===== src/rtl/bmpi_pkg.sv =====
// Package for the bus mouse parallel port interface.
// Holds the item type, request and port codes, the fixed register constants and the report period table.
// Depends on nothing; bmpi_ppi, bmpi_tick and the top level import it.
`default_nettype none

package bmpi_pkg;

   typedef enum logic [1:0] {
      REQ_READ   = 2'd0,
      REQ_WRITE  = 2'd1,
      REQ_MOTION = 2'd2,
      REQ_TICK   = 2'd3
   } req_kind_type;

   localparam logic [2:0] PORT_A      = 3'd0;
   localparam logic [2:0] PORT_B      = 3'd1;
   localparam logic [2:0] PORT_C      = 3'd2;
   localparam logic [2:0] PORT_CTRL   = 3'd3;
   localparam logic [2:0] PORT_STATUS = 3'd4;
   localparam logic [2:0] PORT_FREQ   = 3'd5;

   localparam logic [7:0] MODE_RESET     = 8'h93;
   localparam logic [7:0] PORT_C_RESET   = 8'hF0;
   localparam logic [7:0] LATCH_RESET    = 8'hFF;
   localparam logic [7:0] LINE_STATUS    = 8'h0D;
   localparam logic [7:0] PORT_B_FORCED  = 8'h40;
   localparam logic [7:0] PORT_C_MASK    = 8'h1F;
   localparam logic [7:0] UNMAPPED_READ  = 8'hFF;
   localparam logic [3:0] PORT_C_LOW_SET = 4'h8;

   localparam int         TICK_WIDTH  = 7;
   localparam logic [6:0] TICKS_RESET = 7'(1000 / 120);

   typedef struct packed {
      req_kind_type kind;
      logic [2:0]   port_sel;
      logic [7:0]   write_data;
      logic [15:0]  move_x;
      logic [15:0]  move_y;
      logic [2:0]   buttons;
   } item_type;

   function automatic logic [TICK_WIDTH-1:0] period_ms(input logic [1:0] sel);
      logic [TICK_WIDTH-1:0] p;
      unique case (sel)
         2'd0: p = TICK_WIDTH'(1000 / 120);
         2'd1: p = TICK_WIDTH'(1000 / 60);
         2'd2: p = TICK_WIDTH'(1000 / 30);
         default: p = TICK_WIDTH'(1000 / 15);
      endcase
      return p;
   endfunction

endpackage

`default_nettype wire


===== src/rtl/bmpi_ppi.sv =====
// Parallel port registers, motion counters and latches of the bus mouse interface.
// Updates state on each item that advances and drives the read byte.
// Depends on bmpi_pkg.
`default_nettype none

module bmpi_ppi
   import bmpi_pkg::*;
#(
   parameter int COUNT_LIMIT = 64
) (
   input  wire logic       clock,
   input  wire logic       reset,
   input  wire item_type   item,
   input  wire logic       advance,
   output logic [7:0]      read_data,
   output logic [1:0]      rate_select
);

   localparam logic signed [16:0] LIM_POS = 17'(COUNT_LIMIT);
   localparam logic signed [16:0] LIM_NEG = -17'(COUNT_LIMIT);

   logic [2:0] button_bits_ff, button_bits_in;
   logic [7:0] count_x_ff, count_x_in;
   logic [7:0] count_y_ff, count_y_in;
   logic [7:0] latched_x_ff, latched_x_in;
   logic [7:0] latched_y_ff, latched_y_in;
   logic [1:0] rate_ff, rate_in;
   logic [7:0] port_a_ff, port_a_in;
   logic [7:0] port_b_ff, port_b_in;
   logic [7:0] port_c_ff, port_c_in;
   logic [7:0] mode_ff, mode_in;

   logic [7:0] pc_new;
   logic [7:0] pc_bit;
   logic       pc_write;
   logic       is_write;
   logic [7:0] src;
   logic [7:0] pc_read;

   function automatic logic [7:0] add_sat(input logic [7:0] cnt, input logic [15:0] delta);
      logic signed [16:0] s;
      logic [7:0]         r;
      s = {{9{cnt[7]}}, cnt} + {delta[15], delta};
      if (s > LIM_POS) begin
         r = LIM_POS[7:0];
      end else if (s < LIM_NEG) begin
         r = LIM_NEG[7:0];
      end else begin
         r = s[7:0];
      end
      return r;
   endfunction

   always_comb begin
      button_bits_in = button_bits_ff;
      count_x_in     = count_x_ff;
      count_y_in     = count_y_ff;
      latched_x_in   = latched_x_ff;
      latched_y_in   = latched_y_ff;
      rate_in        = rate_ff;
      port_a_in      = port_a_ff;
      port_b_in      = port_b_ff;
      port_c_in      = port_c_ff;
      mode_in        = mode_ff;

      is_write = advance && (item.kind == REQ_WRITE);
      pc_bit   = 8'(1) << item.write_data[3:1];
      pc_new   = item.write_data;
      pc_write = 1'b0;
      if (is_write && item.port_sel == PORT_C) begin
         pc_write = 1'b1;
      end else if (is_write && item.port_sel == PORT_CTRL && !item.write_data[7]) begin
         pc_write = 1'b1;
         pc_new   = item.write_data[0] ? (port_c_ff | pc_bit) : (port_c_ff & ~pc_bit);
      end

      if (is_write) begin
         unique case (item.port_sel)
            PORT_A:    port_a_in = item.write_data;
            PORT_B:    port_b_in = item.write_data;
            PORT_CTRL: begin
               if (item.write_data[7]) begin
                  mode_in = item.write_data;
               end
            end
            PORT_FREQ: begin
               if (item.write_data[7:2] == 6'd0) begin
                  rate_in = item.write_data[1:0];
               end
            end
            default: ;
         endcase
      end

      if (pc_write) begin
         port_c_in = pc_new;
         if (!port_c_ff[7] && pc_new[7]) begin
            latched_x_in = count_x_ff;
            latched_y_in = count_y_ff;
            count_x_in   = 8'd0;
            count_y_in   = 8'd0;
         end
      end

      if (advance && item.kind == REQ_MOTION) begin
         button_bits_in = item.buttons;
         count_x_in     = add_sat(count_x_ff, item.move_x);
         count_y_in     = add_sat(count_y_ff, item.move_y);
      end
   end

   always_ff @(posedge clock) begin
      if (reset) begin
         button_bits_ff <= 3'd0;
         count_x_ff     <= 8'd0;
         count_y_ff     <= 8'd0;
         latched_x_ff   <= LATCH_RESET;
         latched_y_ff   <= LATCH_RESET;
         rate_ff        <= 2'd0;
         port_a_ff      <= 8'h00;
         port_b_ff      <= 8'h00;
         port_c_ff      <= PORT_C_RESET;
         mode_ff        <= MODE_RESET;
      end else begin
         button_bits_ff <= button_bits_in;
         count_x_ff     <= count_x_in;
         count_y_ff     <= count_y_in;
         latched_x_ff   <= latched_x_in;
         latched_y_ff   <= latched_y_in;
         rate_ff        <= rate_in;
         port_a_ff      <= port_a_in;
         port_b_ff      <= port_b_in;
         port_c_ff      <= port_c_in;
         mode_ff        <= mode_in;
      end
   end

   always_comb begin
      unique case (port_c_ff[7:6])
         2'd0: src = count_x_ff;
         2'd1: src = count_y_ff;
         2'd2: src = latched_x_ff;
         default: src = latched_y_ff;
      endcase
      if (port_c_ff[5]) begin
         src = {4'd0, src[7:4]};
      end

      pc_read = port_c_ff;
      if (mode_ff[3]) begin
         pc_read = pc_read & PORT_C_MASK;
      end
      if (mode_ff[0]) begin
         pc_read = {pc_read[7:4], PORT_C_LOW_SET};
      end

      read_data = 8'd0;
      if (item.kind == REQ_READ) begin
         unique case (item.port_sel)
            PORT_A: begin
               if (mode_ff[4]) begin
                  read_data = {~button_bits_ff[0], ~button_bits_ff[2], ~button_bits_ff[1],
                               1'b0, src[3:0]};
               end else begin
                  read_data = port_a_ff;
               end
            end
            PORT_B:      read_data = mode_ff[1] ? PORT_B_FORCED : port_b_ff;
            PORT_C:      read_data = pc_read;
            PORT_STATUS: read_data = LINE_STATUS;
            PORT_FREQ:   read_data = {6'd0, rate_ff};
            default:     read_data = UNMAPPED_READ;
         endcase
      end
   end

   assign rate_select = rate_ff;

endmodule

`default_nettype wire


===== src/rtl/bmpi_tick.sv =====
// Report period timer of the bus mouse interface.
// Counts millisecond ticks down and raises the interrupt at the end of a period.
// Depends on bmpi_pkg.
`default_nettype none

module bmpi_tick
   import bmpi_pkg::*;
(
   input  wire logic       clock,
   input  wire logic       reset,
   input  wire logic       tick,
   input  wire logic [1:0] rate_select,
   output logic            irq
);

   logic [TICK_WIDTH-1:0] ticks_left_ff, ticks_left_in;

   always_comb begin
      irq           = 1'b0;
      ticks_left_in = ticks_left_ff;
      if (tick) begin
         if (ticks_left_ff <= TICK_WIDTH'(1)) begin
            irq           = 1'b1;
            ticks_left_in = period_ms(rate_select);
         end else begin
            ticks_left_in = ticks_left_ff - TICK_WIDTH'(1);
         end
      end
   end

   always_ff @(posedge clock) begin
      if (reset) begin
         ticks_left_ff <= TICKS_RESET;
      end else begin
         ticks_left_ff <= ticks_left_in;
      end
   end

endmodule

`default_nettype wire


===== src/rtl/bus_mouse_ppi_interface.sv =====
// Top level of the bus mouse parallel port interface.
// Holds the input and result registers; depends on bmpi_pkg, bmpi_ppi and bmpi_tick.
//
// Use: each request transfer on the req_ channel is a bus read, a bus write,
// a mouse motion event or a millisecond tick, chosen by req_type. Every
// request gives exactly one response transfer on the rsp_ channel, in order:
// rsp_read_data carries the byte of a bus read and is zero otherwise;
// rsp_irq_pulse is high when a tick ends a report period.
// Path: the input register takes the item at the request transfer and the
// port logic then loads the result register from it, so each response passes
// through the input register and then the result register before rsp_valid
// rises for it.
// Throughput is one item per cycle; a request is taken in every cycle in which
// the result register is empty or being drained.
// When rsp_stall holds, the result register keeps its item and the input
// register takes one more item; req_stall rises only when both are full.
// Reset (synchronous, active high) empties both registers and returns the
// ports, counters, latches and period timer to their power-on values.
`default_nettype none

module bus_mouse_ppi_interface
   import bmpi_pkg::*;
#(
   parameter int COUNT_LIMIT = 64
) (
   input  wire logic        clock,
   input  wire logic        reset,
   input  wire logic        req_valid,
   output logic             req_stall,
   input  wire logic [1:0]  req_type,
   input  wire logic [2:0]  req_port_sel,
   input  wire logic [7:0]  req_write_data,
   input  wire logic [15:0] req_move_x,
   input  wire logic [15:0] req_move_y,
   input  wire logic [2:0]  req_buttons,
   output logic             rsp_valid,
   input  wire logic        rsp_stall,
   output logic [7:0]       rsp_read_data,
   output logic             rsp_irq_pulse
);

   item_type   item_ff, item_in;
   logic       item_valid_ff, item_valid_in;
   logic       rsp_valid_ff, rsp_valid_in;
   logic [7:0] rsp_read_data_ff, rsp_read_data_in;
   logic       rsp_irq_ff, rsp_irq_in;

   logic       out_free;
   logic       advance;
   logic       take;
   logic [7:0] read_data;
   logic [1:0] rate_select;
   logic       irq;

   assign out_free  = !rsp_valid_ff || !rsp_stall;
   assign advance   = item_valid_ff && out_free;
   assign req_stall = item_valid_ff && !out_free;
   assign take      = req_valid && !req_stall;

   always_comb begin
      item_in       = item_ff;
      item_valid_in = item_valid_ff && !advance;
      if (take) begin
         item_in.kind       = req_kind_type'(req_type);
         item_in.port_sel   = req_port_sel;
         item_in.write_data = req_write_data;
         item_in.move_x     = req_move_x;
         item_in.move_y     = req_move_y;
         item_in.buttons    = req_buttons;
         item_valid_in      = 1'b1;
      end

      rsp_valid_in     = rsp_valid_ff && rsp_stall;
      rsp_read_data_in = rsp_read_data_ff;
      rsp_irq_in       = rsp_irq_ff;
      if (advance) begin
         rsp_valid_in     = 1'b1;
         rsp_read_data_in = read_data;
         rsp_irq_in       = irq;
      end
   end

   always_ff @(posedge clock) begin
      if (reset) begin
         item_valid_ff <= 1'b0;
         rsp_valid_ff  <= 1'b0;
      end else begin
         item_valid_ff <= item_valid_in;
         rsp_valid_ff  <= rsp_valid_in;
      end
   end

   always_ff @(posedge clock) begin
      item_ff          <= item_in;
      rsp_read_data_ff <= rsp_read_data_in;
      rsp_irq_ff       <= rsp_irq_in;
   end

   bmpi_ppi #(
      .COUNT_LIMIT (COUNT_LIMIT)
   ) u_ppi (
      .clock       (clock),
      .reset       (reset),
      .item        (item_ff),
      .advance     (advance),
      .read_data   (read_data),
      .rate_select (rate_select)
   );

   bmpi_tick u_tick (
      .clock       (clock),
      .reset       (reset),
      .tick        (advance && item_ff.kind == REQ_TICK),
      .rate_select (rate_select),
      .irq         (irq)
   );

   assign rsp_valid     = rsp_valid_ff;
   assign rsp_read_data = rsp_read_data_ff;
   assign rsp_irq_pulse = rsp_irq_ff;

endmodule

`default_nettype wire


===== config.mk =====
export PLATFORM = sky130hd
export DESIGN_NAME = bus_mouse_ppi_interface
export DESIGN_NICKNAME = d
export VERILOG_FILES = /design/src/rtl/bmpi_pkg.sv /design/src/rtl/bmpi_ppi.sv /design/src/rtl/bmpi_tick.sv /design/src/rtl/bus_mouse_ppi_interface.sv
export SDC_FILE = /design/constraint.sdc
export NUM_CORES = 1
export LEC_CHECK = 0
export ABC_AREA = 1
export BUFFER_PORTS_ARGS = -buffer_cell sky130_fd_sc_hd__buf_2
export CELL_PAD_IN_SITES_DETAIL_PLACEMENT = 0
export CELL_PAD_IN_SITES_GLOBAL_PLACEMENT = 1
export CORE_MARGIN = 2
export CORE_UTILIZATION = 49
export CTS_BUF_LIST = sky130_fd_sc_hd__clkbuf_4 sky130_fd_sc_hd__clkbuf_8
export CTS_CLUSTER_DIAMETER = 30
export CTS_CLUSTER_SIZE = 16
export DETAILED_ROUTE_END_ITERATION = 12
export PLACE_DENSITY = 0.92
export SLEW_MARGIN = 20
export SYNTH_ARGS = -nofsm -noshare
export SYNTH_HDL_FRONTEND = slang
export SYNTH_SLANG_ARGS = --single-unit

===== constraint.sdc =====
create_clock -name clock -period 4.1 [get_ports clock]
set_input_delay 0.82 -clock clock [delete_from_list [all_inputs] [get_ports clock]]
set_output_delay 0.82 -clock clock [all_outputs]
set_load 0.005 [all_outputs]

==> key figures <==
Clock network
  • CTS tree: yes
  • Post-cts sizing count: 0
  • Maximum buffer depth of the clock tree: 2
  • Setup Fix Bufs, Post-CTS: 0
  • TritonCTS buffer count: 17
  • Clock sinks: 131
  • Reg clk slew, reported paths: 80 ps
  • Clk Latency, worst-skew pair: 470 ps
  • Clk root buf: clkbuf_8
  • Cts hold-fix bufs: 0
  • H-tree depth: 4

Routing
  • Final wirelength: 19400 um
  • ANT nets after route: 0
  • Drt drc: 0
  • Initial DRC Count: 465
  • Vias/cell: 5.12
  • Drt wl/cell: 13.5 um
  • Via count: 7350
  • Drt first pass iters: 7

Final layout
  • FF/Latch Area: 3190 um^2
  • Fill count: 1618
  • Commonest non-fill, non-tap cells in the layout: nand2_1, inv_1, nor2_1, nand3_1, dfxtp_1
  • Area Overhead vs Synth: 11.4%
  • Most common cell after layout, fill and taps aside: nand2_1
  • Final nets: 1295
  • Ant diodes: 0
  • Multi-input logic area: 4090 um^2
  • Finished Core Util: 0.561
  • Layout cell share with drive strength beyond 1: 0.135

Timing
  • Setup Skew: 19.5 ps
  • Rel. slew slack: 0.411
  • Final Slew Violations: 0
  • Tightest Pin Transition: 880 ps
  • Max Clk Rate: 385 MHz
  • Minimum clock period: 2600 ps
  • Setup Viol. Count Final: 0
  • Fin crit share: 0.634
  • Setup_tns: 0 ps
  • RSZ-0062 raised after global routing: no
  • Fin. Hold Viols: 0

Global route
  • Total grt overflow: 0
  • First-pass GRT wire length: 32300 um
  • Initial antenna violation count: 0
  • Gr usage total: 0.226
  • Pin count of the biggest net entering global routing: 51
  • Vias in the first global route: 6898

Floorplan
  • Core area: 16000 um^2
  • DIE HEIGHT: 132 um
  • FP Rows: 46
  • Effective utilization at floorplan: 0.504
  • Top Ports: 63
  • Full die area: 17500 um^2
  • Die Wd: 132 um

Yosys
  • Syn Inst Count: 1144
  • Syn. warnings: 0
  • #FFs+latches synth: 131
  • Synth async-reset ratio: 0
  • Synth cell types: 40
  • Average size of a mapped cell: 7.05 um^2
  • Synthesized cell area: 8070 um^2
  • EDFF count, synth: 57
  • Register area share after synthesis: 0.396
  • Synth Flop Type: dfxtp_1
  • Net Count, Synth: 1232

Critical path
  • CP Data Arrival Time: 2990 ps
  • Crit Path Class: reg2reg
  • CP required: 4490 ps
  • Type of destination of the critical path: flop
  • Crit Path Max Fanout: 6
  • Crit start category: flop

Hold path
  • Worst Hold Class: reg2reg

Place
  • Post-DP HPWL: 14600 um
  • Port buffer count: 62
  • GPL Wtd Cong: 0.920

Job
  • Max_cap viols: 0

Power and ir drop
  • P_leak: 4.29 nW
  • Worst VDD drop: 288 uV
  • PwrDens: 326 nW/um^2

Run status
  • Status: complete, no violations
## path summary, 6_finish.rpt
kind / endpoint / depth (start not counted) / from / slack (ps)
setup / recovery: u_ppi.count_x_ff[2] / 18 / u_ppi.count_x_ff[0] / 1500
hold / removal: u_ppi.latched_y_ff[7] / 2 / u_ppi.latched_y_ff[7] / 460
setup reg to reg: u_ppi.count_x_ff[2] / 18 / u_ppi.count_x_ff[0] / 1500
hold reg to reg: u_ppi.latched_y_ff[7] / 2 / u_ppi.latched_y_ff[7] / 460
## cell type report
cell class	instances	share of cell area
Timing Repair Buffer	64	0.0362
Multi-Input combinational cell	810	0.455
Clock inverter	15	0.0202
Inverter	183	0.0766
Clock buffer	17	0.0260
Tap cell	216	0.0301
Sequential cell	131	0.355
## state kept, by name (all words and copies together) (netlist names), named ones only
signal	cells
u_ppi.count_x_ff	8
u_ppi.latched_x_ff	8
item_valid_ff	1
item_ff	48
rsp_valid	1
u_tick.ticks_left_ff	7
u_ppi.rate_select	2
u_ppi.latched_y_ff	8
rsp_read_data	8
rsp_irq_pulse	1
u_ppi.port_b_ff	8
u_ppi.port_c_ff	1
u_ppi.count_y_ff	8
u_ppi.button_bits_ff	3
u_ppi.port_a_ff	8
u_ppi.mode_ff	4
## critical path: stages, from the launching register on
cell     delay [ps]
dfxtp_1         380
ha_1            250
inv_1            70
fa_1            390
inv_1           150
nand3_1         110
nand2_1         150
nand3_1         130
nand3_1         110
nand2_1          50
nand2_1          70
nand3_1          80
nor2_1          110
nand2_1          60
nand2_2         120
nand2_1          70
nor2_1          120
nor2_1           50
nor2_1           70
## cell usage after synthesis, types with 2 or more instances
library cell  instances  share of area
nand2_2              28          0.022
inv_2                13         0.0061
nor4_1                2         0.0016
a41oi_1               4         0.0043
nand3_1              74          0.046
clkbuf_1             11         0.0051
a221oi_1              4         0.0043
nand4_1              18          0.014
dfxtp_1              74           0.18
o211ai_1             24          0.022
nand2_1             311           0.14
nand2_4               2         0.0028
o21ai_0              52          0.032
nor3_1               11         0.0068
buf_2                 6         0.0037
ha_1                 34          0.053
nor3_2                2         0.0025
nor2_1              131          0.061
fa_1                  2         0.0050
edfxtp_1             57           0.21
o31ai_1               2         0.0019
a31o_2                2         0.0022
nor2_2               11         0.0085
and2_1                8         0.0062
a31oi_1               6         0.0047
a21oi_1              59          0.037
nor2_4                3         0.0042
nand3_2               5         0.0062
inv_1               170          0.079
nand3b_1              6         0.0056
a211oi_1              3         0.0028
## through the flow
| stage | power [mW] | hold slack (ps) | area [um^2] | worst slack (ps) | instances |
|---|---|---|---|---|---|
| after detailed placement | 1.80 | 439 | 8570 | 1380 | 1404 |
| after global routing | 3.05 | 484 | 8980 | 1160 | 1436 |
| after floorplan | 1.70 | 424 | 8070 | 1700 | 1144 |
| after CTS | 2.95 | 460 | 8980 | 1500 | 1436 |
| after global placement | 1.80 | 433 | 8570 | 1430 | 1404 |
| final | 2.93 | 457 | 8980 | 1500 | 1436 |
## routing by layer
metal	vias up	global-route usage	wire [um]
met5	-	0	0
met4	0	0.0526	191
met3	18	0.0458	729
met2	145	0.385	9140
met1	3327	0.297	9320
li1	3860	-	-
## cells by family (layout without fill, tap and decap cells)
| group | count (synthesis) | in the layout | synth area share |
|---|---|---|---|
| and+or+nand+nor | 613 | 613 | 0.334 |
| buffers and inverters | 203 | 279 | 0.0968 |
| adders and majority gates | 36 | 36 | 0.0577 |
| DFF | 131 | 131 | 0.396 |
| AOI/OAI and AO/OA | 161 | 161 | 0.116 |
## where the power goes
group | switching (mW) | total [mW] | leakage (nW) | internal (mW)
combinational | 0.221 | 0.336 | 2.93 | 0.115
sequential | 0.0277 | 1.43 | 1.15 | 1.41
clock | 0.637 | 1.16 | 0.208 | 0.520
(Power assumes the default switching activity.)
